==> config.mk <==
export PLATFORM = sky130hd
export DESIGN_NAME = wnaf_scalar_recoder_core
export DESIGN_NICKNAME = d
export VERILOG_FILES = /design/src/rtl/wnaf_pkg.sv /design/src/rtl/wnaf_dp.sv /design/src/rtl/wnaf_ctrl.sv /design/src/rtl/wnaf_scalar_recoder_core.sv
export SDC_FILE = /design/constraint.sdc
export NUM_CORES = 1
export LEC_CHECK = 0
export BUFFER_PORTS_ARGS = -buffer_cell sky130_fd_sc_hd__buf_4
export CAP_MARGIN = 25
export CORE_MARGIN = 1
export CORE_UTILIZATION = 35
export CTS_BUF_LIST = sky130_fd_sc_hd__clkbuf_16
export CTS_CLUSTER_SIZE = 24
export DETAILED_ROUTE_END_ITERATION = 8
export PLACE_DENSITY = 0.51
export SYNTH_ARGS = -nofsm -noshare
export SYNTH_HDL_FRONTEND = slang
export SYNTH_HIERARCHICAL = 1
export SYNTH_SLANG_ARGS = --single-unit
==> constraint.sdc <==
create_clock -name clk -period 6.86 [get_ports clk]
set_input_delay 0.686 -clock clk [delete_from_list [all_inputs] [get_ports clk]]
set_output_delay 0.686 -clock clk [all_outputs]
set_load 0.01 [all_outputs]
==> src/rtl/wnaf_pkg.sv <==
// Shared constants and controller/datapath interface types for the wNAF recoder.
package wnaf_pkg;

  localparam int MAX_DIGITS = 64;
  localparam int MAX_WINDOW = 8;
  localparam int MIN_WINDOW = 2;

  localparam int SCALAR_W = 63;
  localparam int WORK_W   = 64;
  localparam int DIGIT_W  = 8;
  localparam int WIN_W    = 4;
  localparam int CNT_W    = 7;
  localparam int ADDR_W   = $clog2(MAX_DIGITS);
  localparam int MOD_W    = MAX_WINDOW + 1;

  localparam logic [WIN_W-1:0] WIN_RESET = WIN_W'(4);

  typedef struct packed {
    logic load;        // take a new scalar, clear the digit count
    logic step;        // produce one digit and shift the working value
    logic fetch_first; // read the most significant digit
    logic fetch_next;  // read the next lower digit
  } wnaf_cmd_t;

  typedef struct packed {
    logic work_zero;
    logic count_full;
    logic count_zero;
    logic idx_zero;
  } wnaf_status_t;

endpackage : wnaf_pkg

==> src/rtl/wnaf_dp.sv <==
// Datapath: working value, digit store, digit count and read-out index.
module wnaf_dp (
  input  logic                         clk,
  input  logic                         rst,
  input  logic                         cfg_we,
  input  logic [wnaf_pkg::WIN_W-1:0]   cfg_window,
  input  logic [wnaf_pkg::SCALAR_W-1:0] scalar,
  input  wnaf_pkg::wnaf_cmd_t          cmd,
  output wnaf_pkg::wnaf_status_t       status,
  output logic signed [wnaf_pkg::DIGIT_W-1:0] digit,
  output logic                         last_digit
);
  import wnaf_pkg::*;

  logic [WIN_W-1:0]   window;
  logic [WIN_W-1:0]   w_eff;
  logic [WORK_W-1:0]  work;
  logic [WORK_W-1:0]  work_next;
  logic [CNT_W-1:0]   count;
  logic [ADDR_W-1:0]  idx;
  logic [ADDR_W-1:0]  rd_addr;
  logic [DIGIT_W-1:0] mem [MAX_DIGITS];
  logic [DIGIT_W-1:0] rd_data;

  logic [MOD_W-1:0]   modulus;
  logic [MOD_W-1:0]   half;
  logic [MOD_W-1:0]   resid;
  logic [MOD_W-1:0]   delta;
  logic [MOD_W-1:0]   digit_wide;
  logic               neg;
  logic [WORK_W-1:0]  adjusted;

  always_ff @(posedge clk) begin
    if (rst) begin
      window <= WIN_RESET;
    end else if (cfg_we) begin
      window <= cfg_window;
    end
  end

  always_comb begin
    if (window < WIN_W'(MIN_WINDOW)) begin
      w_eff = WIN_W'(MIN_WINDOW);
    end else if (window > WIN_W'(MAX_WINDOW)) begin
      w_eff = WIN_W'(MAX_WINDOW);
    end else begin
      w_eff = window;
    end
  end

  // One recoding step: the low window of an odd value, taken as a signed residue,
  // becomes the digit; subtracting that digit clears the window, and the value shifts right.
  always_comb begin
    modulus = MOD_W'(1) << w_eff;
    half    = modulus >> 1;
    resid   = {1'b0, work[MOD_W-2:0]} & (modulus - MOD_W'(1));
    neg     = work[0] && (resid >= half);
    if (!work[0]) begin
      digit_wide = '0;
      delta      = '0;
    end else if (neg) begin
      digit_wide = resid - modulus;
      delta      = modulus - resid;
    end else begin
      digit_wide = resid;
      delta      = resid;
    end
    if (neg) begin
      adjusted = work + WORK_W'(delta);
    end else begin
      adjusted = work - WORK_W'(delta);
    end
    work_next = adjusted >> 1;
  end

  always_ff @(posedge clk) begin
    if (rst) begin
      work  <= '0;
      count <= '0;
    end else if (cmd.load) begin
      work  <= WORK_W'(scalar);
      count <= '0;
    end else if (cmd.step) begin
      work  <= work_next;
      count <= count + CNT_W'(1);
    end
  end

  always_ff @(posedge clk) begin
    if (cmd.step) begin
      mem[count[ADDR_W-1:0]] <= digit_wide[DIGIT_W-1:0];
    end
  end

  assign rd_addr = cmd.fetch_first ? ADDR_W'(count - CNT_W'(1)) : idx - ADDR_W'(1);

  always_ff @(posedge clk) begin
    if (cmd.fetch_first || cmd.fetch_next) begin
      rd_data <= mem[rd_addr];
      idx     <= rd_addr;
    end
  end

  assign status.work_zero  = (work == '0);
  assign status.count_full = (count == CNT_W'(MAX_DIGITS));
  assign status.count_zero = (count == '0);
  assign status.idx_zero   = (idx == '0);

  assign digit      = $signed(rd_data);
  assign last_digit = (idx == '0);

endmodule : wnaf_dp

==> src/rtl/wnaf_ctrl.sv <==
// Controller state machine sequencing load, recoding steps and digit read-out.
module wnaf_ctrl (
  input  logic                   clk,
  input  logic                   rst,
  input  logic                   in_valid,
  output logic                   in_ready,
  output logic                   out_valid,
  input  logic                   out_ready,
  input  wnaf_pkg::wnaf_status_t status,
  output wnaf_pkg::wnaf_cmd_t    cmd
);
  import wnaf_pkg::*;

  typedef enum logic [1:0] {
    ST_IDLE,
    ST_RECODE,
    ST_SHOW
  } state_t;

  state_t state;
  state_t state_next;

  always_comb begin
    state_next = state;
    cmd        = '0;
    unique case (state)
      ST_IDLE: begin
        if (in_valid) begin
          cmd.load   = 1'b1;
          state_next = ST_RECODE;
        end
      end
      ST_RECODE: begin
        if (status.work_zero || status.count_full) begin
          if (status.count_zero) begin
            state_next = ST_IDLE;
          end else begin
            cmd.fetch_first = 1'b1;
            state_next      = ST_SHOW;
          end
        end else begin
          cmd.step = 1'b1;
        end
      end
      ST_SHOW: begin
        // The next lower digit is read on the same edge that hands this one off.
        if (out_ready) begin
          if (status.idx_zero) begin
            state_next = ST_IDLE;
          end else begin
            cmd.fetch_next = 1'b1;
          end
        end
      end
      default: state_next = ST_IDLE;
    endcase
  end

  always_ff @(posedge clk) begin
    if (rst) begin
      state <= ST_IDLE;
    end else begin
      state <= state_next;
    end
  end

  assign in_ready  = (state == ST_IDLE);
  assign out_valid = (state == ST_SHOW);

endmodule : wnaf_ctrl

==> src/rtl/wnaf_scalar_recoder_core.sv <==
// Top level of the width-w NAF scalar recoder.
// A scalar is loaded and recoded one digit per step (at most 64 digits); the top digit
// is then read, and digits follow one per cycle while the sink is ready. A new scalar
// is taken only once the last digit has been handed off; a zero scalar yields no beat.
// The config port takes a beat only when idle.
// Reset is synchronous and active high; the window returns to 4, the block to idle.
module wnaf_scalar_recoder_core (
  input  logic                          clk,
  input  logic                          rst,
  input  logic                          cfg_valid,
  output logic                          cfg_ready,
  input  logic [wnaf_pkg::WIN_W-1:0]    window_width,
  input  logic                          in_valid,
  output logic                          in_ready,
  input  logic [wnaf_pkg::SCALAR_W-1:0] scalar,
  output logic                          out_valid,
  input  logic                          out_ready,
  output logic signed [wnaf_pkg::DIGIT_W-1:0] digit,
  output logic                          last_digit
);
  import wnaf_pkg::*;

  wnaf_cmd_t    cmd;
  wnaf_status_t status;

  // The window may only change between scalars, never during a recoding run.
  assign cfg_ready = in_ready;

  wnaf_ctrl u_ctrl (
    .clk       (clk),
    .rst       (rst),
    .in_valid  (in_valid),
    .in_ready  (in_ready),
    .out_valid (out_valid),
    .out_ready (out_ready),
    .status    (status),
    .cmd       (cmd)
  );

  wnaf_dp u_dp (
    .clk        (clk),
    .rst        (rst),
    .cfg_we     (cfg_valid && cfg_ready),
    .cfg_window (window_width),
    .scalar     (scalar),
    .cmd        (cmd),
    .status     (status),
    .digit      (digit),
    .last_digit (last_digit)
  );

endmodule : wnaf_scalar_recoder_core

==> results of run 1 <==
==> stage by stage <==
stage | std cells | utilization (%) | area, µm²
5_1_grt | 3404 | 40.7 | 33500
6_report | 3405 | 40.7 | 33500
3_5_place_dp | 3276 | 37.9 | 31200
2_1_floorplan | 2195 | - | 29200
3_3_place_gp | 3276 | 37.9 | 31200
4_1_cts | 3399 | 40.5 | 33400
==> flip-flops by register name (all words and copies together) (netlist names) <==
name	cells
u_dp/window	4
u_dp/mem	512
u_dp/digit	8
u_dp/idx	6
u_dp/work	63
u_dp/count	7
u_ctrl/state	2
==> power groups by stage <==
stage | combinational, mW | sequential, mW | clock (mW)
after floorplan | 1.01 | 4.18 | 0
after global placement | 1.47 | 4.20 | 0
after detailed placement | 1.46 | 4.21 | 0
after CTS | 1.48 | 4.13 | 3.60
after global routing | 1.63 | 4.13 | 3.75
final | 1.49 | 4.13 | 3.52
==> what timing repair did <==
action | CTS | global route
endpoints found under the hold margin | 0 | 0
resized for setup | 0 | 13
endpoints found under the setup margin | 0 | 31
==> routing by layer <==
| layer | track usage (%) | vias up |
|---|---|---|
| li1 | - | 8683 |
| met1 | 25.8 | 9550 |
| met2 | 30.8 | 496 |
| met3 | 2.81 | 108 |
| met4 | 5.47 | 0 |
| met5 | 0 | - |
==> cells by family after synthesis <==
logic type	share of synthesized area, %
DFF	59.3
and+or+nand+nor	8.52
AOI/OAI and AO/OA	11.3
muxes	12.2
buffers and inverters	2.64
adders and majority gates	3.93
xor gates and xnor gates	2.07
other	0.0257
==> how the worst min path moves through the flow <==
stage / from / endpoint / slack, ns / cells past startpoint
floorplan: u_dp/count[6]$_SDFFE_PP0P_ / u_dp/count[6]$_SDFFE_PP0P_ / 0.47 / 2
global placement: u_dp/count[6]$_SDFFE_PP0P_ / u_dp/count[6]$_SDFFE_PP0P_ / 0.48 / 2
detailed placement: u_dp/work[33]$_SDFFE_PP0P_ / u_dp/work[33]$_SDFFE_PP0P_ / 0.50 / 2
CTS: scalar[20] / u_dp/work[20]$_SDFFE_PP0P_ / 0.27 / 3
global route: window_width[2] / u_dp/window[2]$_SDFFE_PP1P_ / 0.29 / 2
finish: scalar[20] / u_dp/work[20]$_SDFFE_PP0P_ / 0.30 / 3
==> cell usage after synthesis (all sizes together) (4+ instances only) <==
library cell / count
nand4: 22
a21o: 41
a211oi: 77
dfxtp: 76
a21boi: 5
a221oi: 14
a311oi: 7
mux2i: 65
or3: 10
o21bai: 14
nand3: 21
o21ai: 67
nand2: 117
clkbuf: 86
and3: 15
o22ai: 7
mux4: 128
nor2b: 40
o211ai: 8
a21oi: 198
nand2b: 7
xor2: 18
o21a: 8
and2: 11
nor4: 19
nor2: 204
a2111oi: 7
o2111ai: 7
ha: 87
or2: 10
inv: 69
o31ai: 4
xnor2: 51
o41ai: 4
nor3: 32
edfxtp: 526
a31oi: 10
buf: 40
==> layout make-up <==
class | count | area, µm² | area share [%]
Tap cell | 1070 | 1340 | 4.00
Timing Repair Buffer | 142 | 1120 | 3.34
Multi-Input combinational cell | 1398 | 11300 | 33.7
Antenna cell | 1 | 2.50 | 0.00747
Sequential cell | 602 | 17300 | 51.7
Clock inverter | 54 | 442 | 1.32
Inverter | 69 | 267 | 0.796
Clock buffer | 69 | 1730 | 5.15
==> worst max-delay path, stage by stage, from the launching register on <==
cell	delay, ns
dfxtp_1	0.43
a211oi_4	0.31
inv_2	0.13
and2_1	0.22
o21a_1	0.20
ha_1	0.27
a21oi_1	0.05
o211a_1	0.23
a21o_2	0.29
nand2_1	0.15
o21ai_0	0.10
nand2_1	0.07
ha_1	0.16
o221a_2	0.22
and2_1	0.23
nor2b_1	0.20
ha_1	0.25
mux2_2	0.26
ha_1	0.39
nand4_1	0.17
a2111o_1	0.47
a31oi_1	0.31
or2_1	0.18
o21ai_1	0.14
o41ai_1	0.58
xnor2_1	0.19
nand2_1	0.09
a21oi_1	0.12
==> results_dict.tcl, run 1 <==
set metrics [dict create \
    status "complete, no violations" \
    ir_drop_v 0.000165 \
    detail-route-antenna-nets 0 \
    pwr-share-seq_pct 45.2 \
    mappedNetlistArea_mm2 0.0292 \
    slew_headroom_pct 30.5 \
    ys_seq_elements 602 \
    setup_violations 0 \
    fin_crit_sh_pct 94.6 \
    globalRouteOverflowTotal 0 \
    r2r_cells 27 \
    firstDrtPassIters 5 \
    yosys_most_used_dff "edfxtp_1" \
    numCtsBuffers 68 \
    rows 105 \
    cts_buffer_depth 3 \
    gp_congestion 0.916 \
    initial_core_util_pct 35.4 \
    drive_above_1_share_pct 17.9 \
    antenna_found_initial 0 \
    ys_types 88 \
    layout_commonest_cell "edfxtp_1" \
    syn2layout_area_growth_pct 14.8 \
    die_x_um 291 \
    r2r_start "u_dp/window[3]$_SDFFE_PP0P_" \
    p_total_mw 9.14 \
    syn_avg_cell_area_um2 13.3 \
    wl_met2_mm 37.8 \
    synth_edf_count 526 \
    cts_setup_buffers 0 \
    worst-setup-path-type "register to register" \
    p_sw_share_pct 27.5 \
    route.met3.wl_mm 3.63 \
    yosysTopAreaCell "edfxtp_1" \
    clk_latency_ns 0.62 \
    grt_first_pass_wirelength_mm 121 \
    grt_pass1_vias 19300 \
    final.setup.worst_slack_ns 0.372 \
    hold_class "input pin to register" \
    start_kind "register" \
    cp_max_fo 11 \
    die_y_um 291 \
    switchingPower_mw 2.51 \
    ys_warn_count 6 \
    place_ws_ns 0.290 \
    startpoint "u_dp/window[3]$_SDFFE_PP0P_" \
    async_reset_ff_share_pct 0 \
    die_area_mm2 0.0846 \
    drc 0 \
    p_comb_share_pct 16.3 \
    top_layer "met4" \
    vias 18800 \
    synth_top_cell_area_share_pct 54.1 \
    synth_area_leaders "edfxtp_1 (54%), mux4_2 (9.9%), dfxtp_1 (5.2%)" \
    drtIter0Drc 1530 \
    avgRoutedWirePerCell_um 23.4 \
    reg2reg_to "u_dp/work[45]$_SDFFE_PP0P_" \
    fillerInstances 7631 \
    fmax_ghz 0.154 \
    clockPowerShare_pct 38.5 \
    rrSetupSlack_ns 0.37 \
    m1WireLength_mm 36.3 \
    p_int_mw 6.63 \
    endpoint "u_dp/work[45]$_SDFFE_PP0P_" \
    layout_common_cells "edfxtp_1 (526), nor2_1 (199), a21oi_1 (194)" \
    port_buffers 83 \
    finClkSkew_ns 0.0292 \
    drt-total-wl_mm 79.8 \
    hpwl_mm 52.7 \
    leakage_nw 11.8 \
    cts.sinks 602 \
    min_period_ns 6.49 \
    postCtsHoldBufs 0 \
    cts_tree "done" \
    core_mm2 0.0824 \
    ys_seq_area_share_pct 59.3 \
    grt_max_degree 66 \
    vias_per_cell 5.53 \
    cts_root_buf "clkbuf_16" \
    maxCapViolCount 0 \
    tightest_slew_ns 1.04 \
    timing.hold.ws_ns 0.301 \
    htree_levels 3 \
    ioPinCount 84 \
    cp-end-kind "register" \
    fin_tns_setup_ns 0 \
    track_usage_pct 18.8 \
    nNetsFinal 2443 \
    slew_viol_final 0 \
    critPathRequiredTime_ns 7.40 \
    arrival_ns 7.03 \
    path_clk_slew_ns 0.06 \
    syn_inst 2189 \
    p_per_area_mw_per_mm2 273 \
    hold_viol_final 0 \
]
Power figures use the tool's default switching activity.
==> run 2, diff against run 1 <==
clock period = 7.9 ns   (was 6.86 ns; I/O delays follow)
==> run 2 against run 1 <==
Via count fell by 0.12%. Sequential share of layout area is 0.13 points higher. Clock skew up 0.00078 ns. Fmax decreased by 10%. Largest cell class unchanged.
==> results_dict.tcl, run 2 (synthesis results as in run 1) <==
set metrics [dict create \
    port_buffers 83 \
    cts_buffer_depth 3 \
    arrival_ns 7.73 \
    cts_tree "done" \
    p_comb_share_pct 15.9 \
    firstDrtPassIters 7 \
    fin_crit_sh_pct 91.2 \
    setup_violations 0 \
    met3_usage_pct 2.88 \
    ctsResizeCount 0 \
    cts_root_buf "clkbuf_16" \
    grt_first_pass_wirelength_mm 120 \
    postCtsHoldBufs 0 \
    vias_per_cell 5.55 \
    die_x_um 291 \
    p_sw_share_pct 27.8 \
    ir_drop_v 0.000163 \
    track_usage_pct 18.7 \
    slew_viol_final 0 \
    ioPinCount 84 \
    layout_common_cells "edfxtp_1 (526), nor2_1 (199), a21oi_1 (195)" \
    grt.met2_usage_pct 31.1 \
    rsz0062_at_grt "no" \
    drive_above_1_share_pct 17.1 \
    antenna_found_initial 0 \
    vias 18800 \
    die_area_mm2 0.0846 \
    max_stage_delay_ns 0.70 \
    die_y_um 291 \
    worst-setup-path-type "register to register" \
    min_period_ns 7.21 \
    grt_pass1_vias 19000 \
    clockPowerShare_pct 39.4 \
    hold_viol_final 0 \
    drc 0 \
    htree_levels 3 \
    detail-route-antenna-nets 0 \
    maxCapViolCount 0 \
    top_usage_layer "met2" \
    slew_headroom_pct 28.1 \
    fin_util_pct 40.6 \
    status "complete, no violations" \
    pwr-share-seq_pct 44.6 \
    cp-end-kind "register" \
    finClkSkew_ns 0.0300 \
    globalRouteOverflowTotal 0 \
    clk_latency_ns 0.62 \
    rows 105 \
    nNetsFinal 2427 \
    drtIter0Drc 1349 \
    hpwl_mm 51.1 \
    switchingPower_mw 2.23 \
    leakage_nw 11.7 \
    avgRoutedWirePerCell_um 23.4 \
    fin_tns_setup_ns 0 \
    initial_core_util_pct 35.4 \
    tightest_slew_ns 1.07 \
    hold_class "input pin to register" \
    gp_congestion 0.935 \
    core_mm2 0.0824 \
    cp_max_fo 11 \
    path_clk_slew_ns 0.07 \
    cts.sinks 602 \
    layout_commonest_cell "edfxtp_1" \
    start_kind "register" \
    fmax_ghz 0.139 \
    p_int_mw 5.80 \
    drt-total-wl_mm 79.4 \
    p_per_area_mw_per_mm2 240 \
    numCtsBuffers 69 \
    grt_max_degree 130 \
    critPathRequiredTime_ns 8.42 \
    diodes 0 \
    syn2layout_area_growth_pct 14.5 \
    grt_util_met1_pct 25.2 \
    cts_setup_buffers 0 \
    cp_common_cell "ha_1" \
    largest_reg_flops 512 \
    cp_slowest_cell "nor2_1" \
]
run 2: cell count changes in the layout (fill, tap and decap cells not counted), moves of 2 or more:
cell / previous run / this run
inv_6: 1 / 4
clkbuf_8: 3 / 0
nor3_2: 4 / 1
nor3_1: 27 / 30
inv_1: 79 / 77
buf_4: 135 / 120
run 2: power groups by stage:
stage	clock network [mW]	logic, mW	registers, mW
after global placement	0	1.26	3.65
final	3.17	1.28	3.58
after detailed placement	0	1.26	3.65
after CTS	3.24	1.27	3.58
after floorplan	0	0.878	3.63
after global routing	3.35	1.40	3.58
run 2: final cells by class:
cell class | count | area (µm²)
Clock inverter | 57 | 523
Inverter | 69 | 267
Sequential cell | 602 | 17300
Multi-Input combinational cell | 1398 | 11200
Tap cell | 1070 | 1340
Fill cell | 7609 | 49000
Timing Repair Buffer | 125 | 1010
Clock buffer | 69 | 1730
run 2: worst max-delay path: cells and delay by family, from the launching register on:
kind | cells | cell delay [ns]
AOI/OAI and AO/OA | 12 | 3.23
DFF | 1 | 0.37
buffers and inverters | 1 | 0.14
and+or+nand+nor | 10 | 2.11
xor gates and xnor gates | 1 | 0.14
adders and majority gates | 4 | 1.10
run 2: final timing paths:
path,startpoint,end,slack [ns],cells after the start
hold reg to reg,u_dp/count[6]$_SDFFE_PP0P_,u_dp/count[6]$_SDFFE_PP0P_,0.53,2
setup reg to reg,u_dp/window[1]$_SDFFE_PP0P_,u_dp/work[47]$_SDFFE_PP0P_,0.69,28
setup / recovery,u_dp/window[1]$_SDFFE_PP0P_,u_dp/work[47]$_SDFFE_PP0P_,0.69,28
hold / removal,window_width[2],u_dp/window[2]$_SDFFE_PP1P_,0.40,2
run 2: metal layers:
layer | vias up | share of wire (%) | wire length, µm
li1 | 8661 | - | -
met1 | 9530 | 44 | 35200
met2 | 511 | 49 | 38500
met3 | 112 | 4.8 | 3820
met4 | 0 | 2.4 | 1870
met5 | - | 0 | 0
run 2: stage by stage:
stage | worst slack, ns | std cells | instance area, µm² | hold WS [ns] | total power [mW]
after floorplan | 2.00 | 2195 | 29200 | 0.466 | 4.51
after global placement | 0.972 | 3262 | 31100 | 0.496 | 4.91
after detailed placement | 0.841 | 3263 | 31200 | 0.507 | 4.90
after CTS | 0.813 | 3389 | 33400 | 0.360 | 8.09
after global routing | 0.225 | 3390 | 33400 | 0.385 | 8.33
final | 0.693 | 3390 | 33400 | 0.397 | 8.03
==> run 3, diff against run 2 <==
CORE_ASPECT_RATIO = 0.8   (was unset)
CORE_UTILIZATION = 61   (was 35)
GPL_TIMING_DRIVEN = 0   (was unset)
PLACE_DENSITY = 0.79   (was 0.51)
==> run 3 against run 2 <==
Flip-flop and latch count stayed put. Sequential share of layout area is 1.1 points higher. Clock power is 18% lower. Non-clock buffer count is 106 higher. Sequential power hardly changed. Fmax is 4.7% lower. Final area is 2.1% lower. Core utilization is 29 points higher. Largest cell class unchanged. Die area is 42% lower. Via count is 10% higher. Critical path type unchanged.
==> results_dict.tcl, run 3 (synthesis results as in run 1) <==
set metrics [dict create \
    status "complete, no violations" \
    syn2layout_area_growth_pct 12.1 \
    grt_pass1_vias 19900 \
    gp_congestion 1.02 \
    p_total_mw 7.56 \
    ff_latch_area_mm2 0.0173 \
    track_usage_pct 36.3 \
    tightest_slew_ns 1.03 \
    final.setup.worst_slack_ns 0.337 \
    hpwl_mm 61.2 \
    leakage_nw 11.6 \
    core_mm2 0.0471 \
    p_int_mw 5.43 \
    drt-total-wl_mm 87.2 \
    cts_tree "done" \
    cts.sinks 602 \
    nNetsFinal 2519 \
    clockPowerShare_pct 34.6 \
    grt_max_degree 41 \
    ioPinCount 84 \
    p_per_area_mw_per_mm2 231 \
    rrSetupSlack_ns 0.34 \
    start_kind "register" \
    firstDrtPassIters 6 \
    die_x_um 247 \
    min_period_ns 7.56 \
    multi_input_area_mm2 0.0112 \
    fmax_ghz 0.132 \
    r2r_cells 28 \
    ctsResizeCount 1 \
    critPathRequiredTime_ns 8.38 \
    globalRouteOverflowTotal 0 \
    setup_violations 0 \
    rsz0062_at_grt "no" \
    holdPathStages 2 \
    drive_above_1_share_pct 16.0 \
    p_sw_share_pct 28.2 \
    avgRoutedWirePerCell_um 28.9 \
    min_to "u_dp/window[2]$_SDFFE_PP1P_" \
    antenna_found_initial 1 \
    switchingPower_mw 2.13 \
    slew_headroom_pct 30.8 \
    r2r_start "u_dp/window[2]$_SDFFE_PP1P_" \
    vias 20700 \
    cp_max_fo 10 \
    instances_no_fill 3020 \
    p_comb_share_pct 18.0 \
    die_area_mm2 0.0487 \
    hold_viol_final 0 \
    reg2reg_to "u_dp/work[52]$_SDFFE_PP0P_" \
    largest_reg_flops 512 \
    dp_cells 2916 \
    worst-setup-path-type "register to register" \
    place_ws_ns 0.151 \
    slew_viol_final 0 \
    clk_latency_ns 0.61 \
    fin_util_pct 69.5 \
    vias_per_cell 6.86 \
    diodes 0 \
    fillerInstances 3150 \
    fin_crit_sh_pct 95.7 \
    initial_core_util_pct 62.0 \
    path_clk_slew_ns 0.07 \
    drc 0 \
    pwr-share-seq_pct 47.4 \
    layout_commonest_cell "edfxtp_1" \
    htree_levels 2 \
    port_buffers 83 \
    die_y_um 198 \
    arrival_ns 8.05 \
    drtIter0Drc 2945 \
    finClkSkew_ns 0.0217 \
    cts_buffer_depth 3 \
    hold_class "input pin to register" \
    grt_first_pass_wirelength_mm 128 \
    cts_setup_buffers 0 \
    cp_slowest_cell "a211oi_1" \
    numCtsBuffers 55 \
    detail-route-antenna-nets 0 \
    hp-start "window_width[2]" \
    max_stage_delay_ns 0.54 \
    cts_root_buf "clkbuf_16" \
    postCtsHoldBufs 0 \
    cp-end-kind "register" \
    maxCapViolCount 0 \
    ir_drop_v 0.000273 \
    layout_common_cells "edfxtp_1 (526), nor2_1 (199), a21oi_1 (195)" \
    rows 71 \
]
-- run 3: how the worst max path moves through the flow --
stage	start	end	slack [ns]	cells past startpoint
floorplan	u_dp/window[3]$_SDFFE_PP0P_	u_dp/mem[0][2]$_DFFE_PP_	2.00	13
global placement	u_dp/window[3]$_SDFFE_PP0P_	u_dp/mem[25][2]$_DFFE_PP_	-1.79	13
detailed placement	u_dp/work[32]$_SDFFE_PP0P_	u_dp/digit[2]$_DFFE_PP_	0.15	18
CTS	u_dp/work[32]$_SDFFE_PP0P_	u_dp/digit[0]$_DFFE_PP_	0.01	18
global route	u_dp/window[2]$_SDFFE_PP1P_	u_dp/work[37]$_SDFFE_PP0P_	0.03	32
finish	u_dp/window[2]$_SDFFE_PP1P_	u_dp/work[52]$_SDFFE_PP0P_	0.34	28
-- run 3: area by class of cell --
cell class | count | share of cell area, %
Inverter | 69 | 0.791
Tap cell | 620 | 2.37
Sequential cell | 602 | 52.9
Clock buffer | 55 | 4.21
Timing Repair Buffer | 106 | 2.81
Buffer | 125 | 1.56
Clock inverter | 45 | 1.10
Multi-Input combinational cell | 1398 | 34.2
-- run 3: layer usage --
metal | GRT usage, % | vias to the layer above | wire [µm]
li1 | - | 8801 | -
met1 | 54.1 | 10300 | 35000
met2 | 52.4 | 1463 | 38200
met3 | 9.99 | 177 | 11900
met4 | 10.1 | 2 | 2110
met5 | 0 | - | 11
-- run 3: critical path, delay by kind of cell (launching register included) --
kind	cells	cell delay (ns)
DFF	1	0.38
AOI/OAI and AO/OA	15	3.89
xor gates and xnor gates	1	0.17
buffers and inverters	3	0.80
and+or+nand+nor	6	1.35
adders and majority gates	3	0.83
-- run 3: power by group through the flow --
| stage | sequential (mW) | combinational [mW] | clock, mW |
|---|---|---|---|
| after detailed placement | 3.65 | 1.30 | 0 |
| final | 3.58 | 1.36 | 2.61 |
| after CTS | 3.58 | 1.31 | 2.64 |
| after floorplan | 3.63 | 0.878 | 0 |
| after global routing | 3.58 | 1.46 | 2.76 |
| after global placement | 3.66 | 1.24 | 0 |
-- run 3: metrics by stage --
step	setup TNS (ns)	cell area, µm²	hold WS [ns]
final	0	32700	0.393
after global routing	0	32700	0.391
after CTS	0	32700	0.365
after detailed placement	0	30900	0.523
after global placement	-114.16	30600	0.476
after floorplan	0	29200	0.466
